===== src/rtl/paes_pkg.sv =====
// Package with shared constants and codes of the active/expired priority scheduler.
`timescale 1ns / 1ps

package paes_pkg;

    localparam int QUEUE_DEPTH_DEF = 16;
    localparam int LEVELS_DEF      = 4;
    localparam int ID_BITS_DEF     = 8;

    localparam int FIELD_ID_W  = 8;
    localparam int FIELD_LVL_W = 2;
    localparam int STATUS_W    = 2;

    typedef enum logic {
        OP_ADD      = 1'b0,
        OP_DISPATCH = 1'b1
    } op_t;

    typedef enum logic [STATUS_W-1:0] {
        ST_ADDED      = 2'd0,
        ST_DROPPED    = 2'd1,
        ST_DISPATCHED = 2'd2,
        ST_NONE_READY = 2'd3
    } status_t;

endpackage


===== src/rtl/paes_req_if.sv =====
// Request channel interface of the scheduler: add and dispatch items.
`timescale 1ns / 1ps

interface paes_req_if
    import paes_pkg::*;
();
    logic                   valid;
    logic                   ready;
    logic                   op;
    logic [FIELD_ID_W-1:0]  proc_id;
    logic [FIELD_LVL_W-1:0] prio_level;
    logic                   to_expired;

    modport source (output valid, output op, output proc_id, output prio_level,
                    output to_expired, input ready);
    modport sink (input valid, input op, input proc_id, input prio_level,
                  input to_expired, output ready);
endinterface


===== src/rtl/paes_rsp_if.sv =====
// Response channel interface of the scheduler: one result item per request.
`timescale 1ns / 1ps

interface paes_rsp_if
    import paes_pkg::*;
();
    logic                   valid;
    logic                   ready;
    logic [STATUS_W-1:0]    status;
    logic [FIELD_ID_W-1:0]  out_proc_id;
    logic [FIELD_LVL_W-1:0] out_level;
    logic                   sets_swapped;

    modport source (output valid, output status, output out_proc_id, output out_level,
                    output sets_swapped, input ready);
    modport sink (input valid, input status, input out_proc_id, input out_level,
                  input sets_swapped, output ready);
endinterface


===== src/rtl/priority_active_expired_scheduler_top.sv =====
// Top level of the active/expired multilevel priority ready-queue scheduler.
//
//   Channel  Role    Contents
//   req      sink    op, proc_id, prio_level, to_expired
//   rsp      source  status, out_proc_id, out_level, sets_swapped
//
// After its item is accepted, a result passes the registered read of the queue
// memory and then the output register.
// With rsp.ready held high one item is accepted in every cycle.
// Reset clears all heads, tails, counts and the active set; the queue memory
// itself is not cleared, and no entry is read before it was written.
// A stalled rsp holds the output register, one more item waits in the memory
// read stage, and req.ready stays low until that stage can move on.
`timescale 1ns / 1ps

module priority_active_expired_scheduler_top
    import paes_pkg::*;
#(
    parameter int QUEUE_DEPTH = QUEUE_DEPTH_DEF,
    parameter int LEVELS      = LEVELS_DEF,
    parameter int ID_BITS     = ID_BITS_DEF
)
(
    input  logic      clk,
    input  logic      rst_n,
    paes_req_if.sink  req,
    paes_rsp_if.source rsp
);

    localparam int MEM_DEPTH = 2 * LEVELS * QUEUE_DEPTH;
    localparam int PTR_W     = $clog2(QUEUE_DEPTH);
    localparam int CNT_W     = $clog2(QUEUE_DEPTH + 1);
    localparam int LVL_W     = $clog2(LEVELS);
    localparam int ADDR_W    = $clog2(MEM_DEPTH);

    logic [ID_BITS-1:0] mem [MEM_DEPTH];
    logic [ID_BITS-1:0] rdata_reg;

    logic [PTR_W-1:0] head_reg  [2][LEVELS];
    logic [PTR_W-1:0] head_next [2][LEVELS];
    logic [PTR_W-1:0] tail_reg  [2][LEVELS];
    logic [PTR_W-1:0] tail_next [2][LEVELS];
    logic [CNT_W-1:0] count_reg [2][LEVELS];
    logic [CNT_W-1:0] count_next[2][LEVELS];
    logic             active_reg;
    logic             active_next;

    logic              req_fire;
    logic [LVL_W-1:0]  lvl_sat;
    logic              add_set;
    logic              active_empty;
    logic              disp_set;
    logic              found;
    logic [LVL_W-1:0]  found_lvl;
    logic              mem_we;
    logic              mem_re;
    logic [ADDR_W-1:0] mem_addr;
    logic [ID_BITS-1:0] mem_wdata;
    logic [ID_BITS+FIELD_ID_W-1:0] in_id_ext;

    logic             s1_valid_reg;
    logic             s1_valid_next;
    logic             s1_adv;
    status_t          s1_status_reg;
    status_t          s1_status_next;
    logic [LVL_W-1:0] s1_level_reg;
    logic [LVL_W-1:0] s1_level_next;
    logic             s1_swapped_reg;
    logic             s1_swapped_next;

    logic                   out_load;
    logic                   out_valid_reg;
    logic                   out_valid_next;
    logic [STATUS_W-1:0]    out_status_reg;
    logic [FIELD_ID_W-1:0]  out_id_reg;
    logic [FIELD_ID_W-1:0]  out_id_next;
    logic [FIELD_LVL_W-1:0] out_level_reg;
    logic [FIELD_LVL_W-1:0] out_level_next;
    logic                   out_swapped_reg;
    logic [ID_BITS+FIELD_ID_W-1:0]  rd_id_ext;
    logic [LVL_W+FIELD_LVL_W-1:0]   s1_level_ext;

    function automatic logic [PTR_W-1:0] next_pos(input logic [PTR_W-1:0] p);
        if (int'(p) == QUEUE_DEPTH - 1)
        begin
            return '0;
        end
        return p + PTR_W'(1);
    endfunction

    function automatic logic [ADDR_W-1:0] fifo_addr(input logic set, input logic [LVL_W-1:0] lvl,
                                                    input logic [PTR_W-1:0] pos);
        return ADDR_W'((int'(set) * LEVELS + int'(lvl)) * QUEUE_DEPTH + int'(pos));
    endfunction

    assign s1_adv    = !out_valid_reg || rsp.ready;
    assign req.ready = !s1_valid_reg || s1_adv;
    assign req_fire  = req.valid && req.ready;
    assign out_load  = s1_valid_reg && s1_adv;

    assign in_id_ext = {{ID_BITS{1'b0}}, req.proc_id};
    assign mem_wdata = in_id_ext[ID_BITS-1:0];
    assign add_set   = active_reg ^ req.to_expired;

    always_comb
    begin
        if (int'(req.prio_level) > LEVELS - 1)
        begin
            lvl_sat = LVL_W'(LEVELS - 1);
        end
        else
        begin
            lvl_sat = LVL_W'(req.prio_level);
        end
    end

    always_comb
    begin
        active_empty = 1'b1;
        for (int lv = 0; lv < LEVELS; lv++)
        begin
            if (count_reg[active_reg][lv] != '0)
            begin
                active_empty = 1'b0;
            end
        end
        disp_set  = active_reg ^ active_empty;
        found     = 1'b0;
        found_lvl = '0;
        // Scanning upward lets the highest non-empty level win.
        for (int lv = 0; lv < LEVELS; lv++)
        begin
            if (count_reg[disp_set][lv] != '0)
            begin
                found     = 1'b1;
                found_lvl = LVL_W'(lv);
            end
        end
    end

    always_comb
    begin
        head_next       = head_reg;
        tail_next       = tail_reg;
        count_next      = count_reg;
        active_next     = active_reg;
        mem_we          = 1'b0;
        mem_re          = 1'b0;
        mem_addr        = fifo_addr(add_set, lvl_sat, tail_reg[add_set][lvl_sat]);
        s1_status_next  = ST_ADDED;
        s1_level_next   = '0;
        s1_swapped_next = 1'b0;
        if (req_fire)
        begin
            if (req.op == OP_DISPATCH)
            begin
                active_next     = disp_set;
                s1_swapped_next = active_empty;
                mem_addr        = fifo_addr(disp_set, found_lvl, head_reg[disp_set][found_lvl]);
                if (found)
                begin
                    mem_re                          = 1'b1;
                    head_next[disp_set][found_lvl]  = next_pos(head_reg[disp_set][found_lvl]);
                    count_next[disp_set][found_lvl] = count_reg[disp_set][found_lvl] - CNT_W'(1);
                    s1_status_next                  = ST_DISPATCHED;
                    s1_level_next                   = found_lvl;
                end
                else
                begin
                    s1_status_next = ST_NONE_READY;
                end
            end
            else
            begin
                if (count_reg[add_set][lvl_sat] < CNT_W'(QUEUE_DEPTH))
                begin
                    mem_we                        = 1'b1;
                    tail_next[add_set][lvl_sat]   = next_pos(tail_reg[add_set][lvl_sat]);
                    count_next[add_set][lvl_sat]  = count_reg[add_set][lvl_sat] + CNT_W'(1);
                    s1_status_next                = ST_ADDED;
                end
                else
                begin
                    s1_status_next = ST_DROPPED;
                end
            end
        end
    end

    always_ff @(posedge clk or negedge rst_n)
    begin
        if (!rst_n)
        begin
            for (int s = 0; s < 2; s++)
            begin
                for (int lv = 0; lv < LEVELS; lv++)
                begin
                    head_reg[s][lv]  <= '0;
                    tail_reg[s][lv]  <= '0;
                    count_reg[s][lv] <= '0;
                end
            end
            active_reg <= 1'b0;
        end
        else
        begin
            head_reg   <= head_next;
            tail_reg   <= tail_next;
            count_reg  <= count_next;
            active_reg <= active_next;
        end
    end

    always_ff @(posedge clk)
    begin
        if (mem_we)
        begin
            mem[mem_addr] <= mem_wdata;
        end
        if (mem_re)
        begin
            rdata_reg <= mem[mem_addr];
        end
    end

    assign s1_valid_next = req_fire ? 1'b1 : (s1_adv ? 1'b0 : s1_valid_reg);
    assign out_valid_next = out_load ? 1'b1 : (rsp.ready ? 1'b0 : out_valid_reg);

    assign rd_id_ext    = {{FIELD_ID_W{1'b0}}, rdata_reg};
    assign s1_level_ext = {{FIELD_LVL_W{1'b0}}, s1_level_reg};
    assign out_id_next  = (s1_status_reg == ST_DISPATCHED) ? rd_id_ext[FIELD_ID_W-1:0] : '0;
    assign out_level_next = s1_level_ext[FIELD_LVL_W-1:0];

    always_ff @(posedge clk or negedge rst_n)
    begin
        if (!rst_n)
        begin
            s1_valid_reg  <= 1'b0;
            out_valid_reg <= 1'b0;
        end
        else
        begin
            s1_valid_reg  <= s1_valid_next;
            out_valid_reg <= out_valid_next;
        end
    end

    always_ff @(posedge clk)
    begin
        if (req_fire)
        begin
            s1_status_reg  <= s1_status_next;
            s1_level_reg   <= s1_level_next;
            s1_swapped_reg <= s1_swapped_next;
        end
        if (out_load)
        begin
            out_status_reg  <= s1_status_reg;
            out_id_reg      <= out_id_next;
            out_level_reg   <= out_level_next;
            out_swapped_reg <= s1_swapped_reg;
        end
    end

    assign rsp.valid        = out_valid_reg;
    assign rsp.status       = out_status_reg;
    assign rsp.out_proc_id  = out_id_reg;
    assign rsp.out_level    = out_level_reg;
    assign rsp.sets_swapped = out_swapped_reg;

endmodule


===== src/flat_wrapper.sv =====
// flat-port wrapper written by rule: the top's interface ports become plain ports
module priority_active_expired_scheduler_top_flat import paes_pkg::*;
#(
    parameter int QUEUE_DEPTH = QUEUE_DEPTH_DEF,
    parameter int LEVELS      = LEVELS_DEF,
    parameter int ID_BITS     = ID_BITS_DEF
)
  (clk, rst_n, req_valid, req_op, req_proc_id, req_prio_level, req_to_expired, req_ready, rsp_valid, rsp_status, rsp_out_proc_id, rsp_out_level, rsp_sets_swapped, rsp_ready);
  paes_req_if req_i ();
  paes_rsp_if rsp_i ();
  input  logic clk;
  input  logic rst_n;
  input wire logic [$bits(req_i.valid)-1:0] req_valid;
  input wire logic [$bits(req_i.op)-1:0] req_op;
  input wire logic [$bits(req_i.proc_id)-1:0] req_proc_id;
  input wire logic [$bits(req_i.prio_level)-1:0] req_prio_level;
  input wire logic [$bits(req_i.to_expired)-1:0] req_to_expired;
  output wire logic [$bits(req_i.ready)-1:0] req_ready;
  output wire logic [$bits(rsp_i.valid)-1:0] rsp_valid;
  output wire logic [$bits(rsp_i.status)-1:0] rsp_status;
  output wire logic [$bits(rsp_i.out_proc_id)-1:0] rsp_out_proc_id;
  output wire logic [$bits(rsp_i.out_level)-1:0] rsp_out_level;
  output wire logic [$bits(rsp_i.sets_swapped)-1:0] rsp_sets_swapped;
  input wire logic [$bits(rsp_i.ready)-1:0] rsp_ready;
  assign req_i.valid = req_valid;
  assign req_i.op = req_op;
  assign req_i.proc_id = req_proc_id;
  assign req_i.prio_level = req_prio_level;
  assign req_i.to_expired = req_to_expired;
  assign req_ready = req_i.ready;
  assign rsp_valid = rsp_i.valid;
  assign rsp_status = rsp_i.status;
  assign rsp_out_proc_id = rsp_i.out_proc_id;
  assign rsp_out_level = rsp_i.out_level;
  assign rsp_sets_swapped = rsp_i.sets_swapped;
  assign rsp_i.ready = rsp_ready;
  priority_active_expired_scheduler_top #(.QUEUE_DEPTH(QUEUE_DEPTH), .LEVELS(LEVELS), .ID_BITS(ID_BITS)) u_core (.clk(clk), .rst_n(rst_n), .req(req_i), .rsp(rsp_i));
endmodule

===== config.mk =====
export PLATFORM = sky130hd
export DESIGN_NAME = priority_active_expired_scheduler_top_flat
export DESIGN_NICKNAME = d
export VERILOG_FILES = /design/src/rtl/paes_pkg.sv /design/src/rtl/paes_req_if.sv /design/src/rtl/paes_rsp_if.sv /design/src/rtl/priority_active_expired_scheduler_top.sv /design/src/flat_wrapper.sv
export SDC_FILE = /design/constraint.sdc
export NUM_CORES = 1
export LEC_CHECK = 0
export BUFFER_PORTS_ARGS = -buffer_cell sky130_fd_sc_hd__buf_2
export CORE_MARGIN = 2
export CORE_UTILIZATION = 50
export CTS_CLUSTER_DIAMETER = 60
export DETAILED_ROUTE_END_ITERATION = 8
export PLACE_DENSITY = 0.71
export SYNTH_ARGS = -nofsm -noshare
export SYNTH_HDL_FRONTEND = slang
export SYNTH_SLANG_ARGS = --single-unit

===== constraint.sdc =====
create_clock -name clk -period 11.4 [get_ports clk]
set_input_delay 1.14 -clock clk [delete_from_list [all_inputs] [get_ports clk]]
set_output_delay 1.14 -clock clk [all_outputs]
set_load 0.01 [all_outputs]

# Word-level counts from Yosys, hierarchy flattened
# Memory sizes are Yosys's and may differ from the RTL's. A register that Yosys moved wholly into a read port is not among the register bits.
# Cells that the tools add are included.
dict set report word_totals {
  register_bits 125
  ramBits 1024
  input_bits 16
  word_cells 187
  memories 1
}
# memory depth word_bits rd rd_clocked_by_memory_dff write_ports line_no
set mem_list {}
lappend mem_list {u_core.mem 128 8 1 1 1 priority_active_expired_scheduler_top.sv:36} ;# logic [ID_BITS-1:0] mem [MEM_DEPTH];
dict set report classes {
  n_addsub 8
  magnitude_cmp 10
  eq_ne 4
  mux 96
  bitwise 8
  reduce_logical 26
}
# cell n
set ops {}
lappend ops {{$mux W20} 11}
lappend ops {{$mux W16} 8}
lappend ops {{$mux W40} 3}
lappend ops {{$bwmux W40} 2}
lappend ops {{$bwmux W32} 2}
lappend ops {{$mux W4} 16}
lappend ops {{$demux W20 S1} 2}
lappend ops {{$reduce_bool A5 Y1} 8}
lappend ops {{$demux W16 S1} 2}
lappend ops {{$mux W1} 31}
lappend ops {{$mux W5} 6}
lappend ops {{$bmux W5 S2} 2}
lappend ops {{$demux W5 S2} 2}
lappend ops {{$bmux W4 S2} 2}
lappend ops {{$demux W4 S2} 2}
lappend ops {{$add A7 B5 Y7} 2}
lappend ops {{$mux W7} 2}
lappend ops {{$reduce_and A3 Y1} 3}
lappend ops {{$add A4 B1 Y4 const B} 2}
lappend ops {{$eq A4 B1 Y1 const B} 2}
lappend ops {{$add A3 B2 Y3} 2}
lappend ops {{$ge A2 B2 Y1 const B} 3}
lappend ops {{$ge A3 B3 Y1 const B} 2}
lappend ops {{$logic_and A1 B1 Y1} 6}
lappend ops {{other kinds (16)} 29}

# Logic depth before layout (Yosys ltp)
dict set report logic_depth {
  word_depth 32
  mapped_depth 18
}

# Worst setup path after synthesis
# Ideal clock, no wire load.
dict set report synth_timing {
  path_type {in2reg}
  startpoint {input req_to_expired}
  endpoint {memory u_core.mem[37][0] in the netlist's numbering (enable)}
  setup_ns 0.370
  arrival_time_ns 4.189
  required_ns 11.030
  slack_ns 6.840
  path_stages 12
  n_path_buf 4
  path_cell_list {xnor2_1 -> clkbuf_1 -> mux2i_1 -> o21ai_0 -> a21o_1 -> o211a_1 -> nor2_1 -> buf_2 -> buf_1 -> nand3_1 -> clkbuf_1 -> nor2_1}
}
dict set report synth_between {
  elab_chain_len 14
  word_cells_on_any_way 24
  cone_classes {add/sub: 2; order compare: 1; mux: 19; bitwise: 2}
}
# item line_no
set synth_rtl {}
lappend synth_rtl {{start, declared} flat_wrapper.sv:17} ;# input wire logic [$bits(req_i.to_expired)-1:0] req_to_expired;
lappend synth_rtl {{$xor A1 B1 Y1 *} priority_active_expired_scheduler_top.sv:103} ;# assign add_set = active_reg ^ req.to_expired;
lappend synth_rtl {{$not A1 Y2 (not written as such)} {priority_active_expired_scheduler_top.sv:149, priority_active_expired_scheduler_top.sv:175}}
lappend synth_rtl {{$mux W20 (not written as such) (3 in a row)} priority_active_expired_scheduler_top.sv:175} ;# if (count_reg[add_set][lvl_sat] < CNT_W'(QUEUE_DEPTH))
lappend synth_rtl {{$bmux W5 S2} priority_active_expired_scheduler_top.sv:175}
lappend synth_rtl {{$mux W5 (not written as such) (2 in a row)} priority_active_expired_scheduler_top.sv:175}
lappend synth_rtl {{$lt A5 B5 Y1} priority_active_expired_scheduler_top.sv:175}
lappend synth_rtl {{$mux W1} priority_active_expired_scheduler_top.sv:175}
lappend synth_rtl {{$mux W1} priority_active_expired_scheduler_top.sv:155} ;# if (req.op == OP_DISPATCH)
lappend synth_rtl {{$mux W1} priority_active_expired_scheduler_top.sv:153} ;# if (req_fire)
lappend synth_rtl {{$mux W1} priority_active_expired_scheduler_top.sv:216} ;# if (mem_we)
lappend synth_rtl {{$mux W1 (not written as such)} priority_active_expired_scheduler_top.sv:218} ;# mem[mem_addr] <= mem_wdata;
lappend synth_rtl {{end, declared} priority_active_expired_scheduler_top.sv:36}
# Every way passes the cells marked *; elsewhere a longest branch is shown, timed or not. The select of a mux whose other input is x is not followed.

# Worst setup path after layout
dict set report layout_timing {
  startpoint {register u_core.count_reg[10] in the netlist's numbering}
  endpoint {register u_core.rdata_reg[7] (read register of u_core.mem) (data pin)}
}
dict set report layout_between {
  elab_chain_len 23
  word_cells_on_any_way 37
  cone_classes {add/sub: 2; mux: 27; bitwise: 3; reduce/logical: 5}
}
# item line_no
set layout_rtl {}
lappend layout_rtl {{start, declared} priority_active_expired_scheduler_top.sv:43} ;# logic [CNT_W-1:0] count_reg [2][LEVELS];
lappend layout_rtl {{start signal, assigned} priority_active_expired_scheduler_top.sv:209} ;# count_reg <= count_next;
lappend layout_rtl {{$mux W20 (3 in a row)} n/a}
lappend layout_rtl {{$reduce_bool A5 Y1} priority_active_expired_scheduler_top.sv:122} ;# if (count_reg[active_reg][lv] != '0)
lappend layout_rtl {{$mux W1 (3 in a row)} priority_active_expired_scheduler_top.sv:122}
lappend layout_rtl {{$xor A1 B1 Y1} priority_active_expired_scheduler_top.sv:127} ;# disp_set = active_reg ^ active_empty;
lappend layout_rtl {{$not A1 Y2 (not written as such)} {priority_active_expired_scheduler_top.sv:133, priority_active_expired_scheduler_top.sv:159}}
lappend layout_rtl {{$mux W20 (not written as such) (3 in a row)} priority_active_expired_scheduler_top.sv:133} ;# if (count_reg[disp_set][lv] != '0)
lappend layout_rtl {{$reduce_bool A5 Y1} priority_active_expired_scheduler_top.sv:133}
lappend layout_rtl {{$mux W1} priority_active_expired_scheduler_top.sv:133}
lappend layout_rtl {{$mux W2 (2 in a row)} priority_active_expired_scheduler_top.sv:133}
lappend layout_rtl {{$not A2 Y3 (not written as such)} priority_active_expired_scheduler_top.sv:159} ;# mem_addr = fifo_addr(disp_set, found_lvl, head_reg[disp_set][found_lvl]);
lappend layout_rtl {{$bmux W4 S2} priority_active_expired_scheduler_top.sv:159}
lappend layout_rtl {{$mux W4 (not written as such) (2 in a row)} priority_active_expired_scheduler_top.sv:159}
lappend layout_rtl {{$add A7 B5 Y7} priority_active_expired_scheduler_top.sv:93} ;# return ADDR_W'((int'(set) * LEVELS + int'(lvl)) * QUEUE_DEPTH + int'(pos));
lappend layout_rtl {{$mux W7} priority_active_expired_scheduler_top.sv:155}
lappend layout_rtl {{$mux W7} priority_active_expired_scheduler_top.sv:153}
lappend layout_rtl {{end, declared} priority_active_expired_scheduler_top.sv:37} ;# logic [ID_BITS-1:0] rdata_reg;
# Parallel ways exist; a longest one is shown, timed or not. The select of a mux whose other input is x is not followed.
# A chain may end at the register's enable or synchronous reset.

==> impl_metrics.tcl <==
set metrics [dict create \
    outcome "finished, final reports clean" \
    coreArea_sq_um 95000 \
    htree_levels 3 \
    synth_edf_count 1050 \
    groute.usage.overall 0.256 \
    grt_start_max_net_pins 170 \
    final_cells 4986 \
    start_util 0.505 \
    clock.fmax_mhz 159 \
    cts_buffers 114 \
    grt_pass1_vias 29900 \
    largest_register_ffs 1024 \
    postCtsSetupRepairBufs 0 \
    antenna_found_initial 0 \
    grt_setup_unrepaired "false" \
    vias_per_cell 6.31 \
    path_clk_slew_ns 0.06 \
    hpwl_um 76200 \
    placed_cells 4765 \
    synth_warnings 0 \
    ys.flop_type "edfxtp_1" \
    maxCapViolations 0 \
    finalHoldViolCount 0 \
    cts_resized 0 \
    crit_path_end_kind "flip-flop" \
    first_iter_violations 4685 \
    tns_ns 0 \
    cts_tree "built" \
    cp_data_arrival_time_ns 6.73 \
    synthDistinctLibCells 72 \
    syn_to_final_growth_pct 10.6 \
    startpoint_type "flip-flop" \
    clkLatencyLatePin_ns 0.70 \
    nets 3636 \
    criticalPathCategory "flip-flop to flip-flop" \
    route.detailed.drc 0 \
    overflow 0 \
    seq_area_frac_synth 0.713 \
    tightest_slew_ns 1.25 \
    ant_nets 0 \
    fp.dieArea_sq_um 98500 \
    max-clock-path-buffers 3 \
    ir_worst_vdd_mv 0.207 \
    drt_wl_total_um 127000 \
    vias 31500 \
    syn_inst 3634 \
    critPathMaxFanout 64 \
    cts_root_buffer "clkbuf_16" \
    gp_congestion 0.965 \
    die_y_um 314 \
    power.leakage_nw 18.0 \
    power.density_nw_per_um2 240 \
    grt_pass1_wl_um 191000 \
    chipWidth_um 314 \
    cts_hold_buf 0 \
    fin_worst_skew_ns 0.0300 \
    setup_violations 0 \
    rows 113 \
    layout_min_cycle_time_ns 6.29 \
    slew_viol_final 0 \
    slew_headroom 0.166 \
    layout-drive-gt1-share 0.113 \
    cts.sinks 1157 \
    port_buffers 30 \
    synth-async-reset-ratio 0.0925 \
    syn_area_sq_um 48000 \
    pin_count 31 \
    synth_nets 3654 \
    cp.required_ns 11.84 \
    wl_per_cell_um 25.5 \
    first_pass_iters 6 \
    ys_seq_elements 1157 \
    hold_path.class "input pin to asynchronous set/reset pin" \
    syn_area_per_cell_sq_um 13.2 \
    fin_crit_sh 0.552 \
]
-- kinds of logic after synthesis --
kind of cell | count (synthesis) | share of synthesized area
AO/OA/AOI/OAI | 417 | 0.0691
XOR/XNOR | 10 | 0.00182
adder cells (fa/ha/maj) | 4 | 0.00104
buffers and inverters | 270 | 0.0233
flip-flops | 1157 | 0.713
multiplexers | 146 | 0.0445
AND/OR/NAND/NOR | 1630 | 0.148
-- layout by cell type (no fill, tap or decap), types with 18 or more instances in the layout --
cell type	synthesis	layout
inv_1	40	40
clkinv_1	0	30
clkbuf_16	0	115
nand4_1	25	25
a22oi_1	21	21
nand2_1	810	809
a31oi_1	19	18
nor2_1	193	184
edfxtp_1	1050	1050
a32oi_1	46	46
a21oi_1	42	42
mux4_2	48	48
a2111oi_0	28	28
buf_4	2	71
a22o_1	33	33
a221oi_1	22	22
nor3_1	26	26
a311oi_1	30	30
mux2_2	59	59
dfrtp_1	107	107
clkinv_2	0	22
nand3_1	515	514
clkbuf_1	148	22
a211oi_1	27	26
buf_2	59	21
o22ai_1	40	40
mux2i_1	39	39
-- metrics by stage --
stage	util	setup WS [ns]	power [mW]	area (sq um)	hold WS (ns)
3_3_place_gp	0.520	4.87	9.00	49400	0.405
6_report	0.559	5.11	12.7	53100	0.420
3_5_place_dp	0.520	4.81	9.04	49400	0.413
5_1_grt	0.559	4.79	13.2	53100	0.427
4_1_cts	0.559	5.16	12.7	53100	0.416
2_1_floorplan	-	6.84	7.76	48000	0.400
-- power breakdown --
part	total, mW	leakage, nW	switching (mW)	internal [mW]
Clock	3.68	1.77	1.61	2.07
Combinational	4.05	5.38	2.82	1.23
Sequential	5.00	10.8	0.192	4.81
-- routing by layer --
metal | up-vias | share of wire | wire (um) | track usage
met1 | 15600 | 0.40 | 50300 | 0.355
met5 | - | 0 | 0 | 0
met4 | 0 | 0.039 | 4940 | 0.100
met3 | 276 | 0.099 | 12700 | 0.0511
met2 | 1882 | 0.47 | 59400 | 0.400
li1 | 13700 | - | - | -
-- path summary, 6_finish.rpt --
path | from | endpoint | slack (ns) | cells after the start
worst max-delay path | u_core.count_reg[10] | u_core.rdata_reg[7] | 5.11 | 13
worst min-delay path | rst_n | u_core.count_reg[19] | 0.42 | 1
worst max register to register | u_core.count_reg[10] | u_core.rdata_reg[7] | 5.11 | 13
worst min register to register | u_core.out_level_next[0] | u_core.rsp.out_level[0] | 0.42 | 0
max in group asynchronous | rst_n | u_core.head_reg[16] | 9.69 | 2
min in group clk | u_core.out_level_next[0] | u_core.rsp.out_level[0] | 0.42 | 0
-- layout make-up --
type                    instances  area, sq um
fillers                      7491        41900
flip-flops and latches       1157        34200
multi-input cells            2207        12800
clock buffers                 138         2970
well taps                    1265         1580
repair buffers                 96          718
clock inverters                79          667
inverters                      40          150
diodes                          4         10.0
-- cell usage after synthesis (6+ instances only) --
library cell  number  area share
edfxtp_1        1050        0.66
nand2_1          810       0.063
nand3_1          515       0.054
nor2_1           193       0.015
clkbuf_1         148       0.012
dfrtp_1          107       0.056
buf_2             59      0.0062
mux2_2            59       0.014
mux4_2            48       0.023
a32oi_1           46      0.0084
a21oi_1           42      0.0044
inv_1             40      0.0031
o22ai_1           40      0.0052
mux2i_1           39      0.0081
a22o_1            33      0.0060
a311oi_1          30      0.0055
a2111oi_0         28      0.0051
a211oi_1          27      0.0042
nor3_1            26      0.0027
nand4_1           25      0.0033
a221oi_1          22      0.0040
a22oi_1           21      0.0033
a31oi_1           19      0.0025
buf_1             18      0.0014
o21ai_0           18      0.0019
and2_1            12      0.0016
o221ai_1          11      0.0020
a41oi_1           10      0.0018
a31o_2             9      0.0016
a221oi_2           8      0.0025
or4_1              8      0.0013
a41o_1             7      0.0015
nor4_1             7     0.00091
o41ai_1            7      0.0013
xnor2_1            7      0.0013
a21o_1             6     0.00094
nand2b_1           6     0.00078
o211ai_1           6     0.00094
-- worst max-delay path, cell delays in order (launching register included) --
cell      delay, ns
dfrtp_1        0.42
or4_1          0.67
nor2_2         0.42
nand4_2        0.34
nand4_1        0.22
buf_4          0.34
a31o_4         0.58
buf_4          0.63
buf_4          0.73
mux4_2         0.64
a22oi_1        0.30
nand3_1        0.13
a211oi_1       0.36
nand4_1        0.13
(Power assumes the default switching activity.)
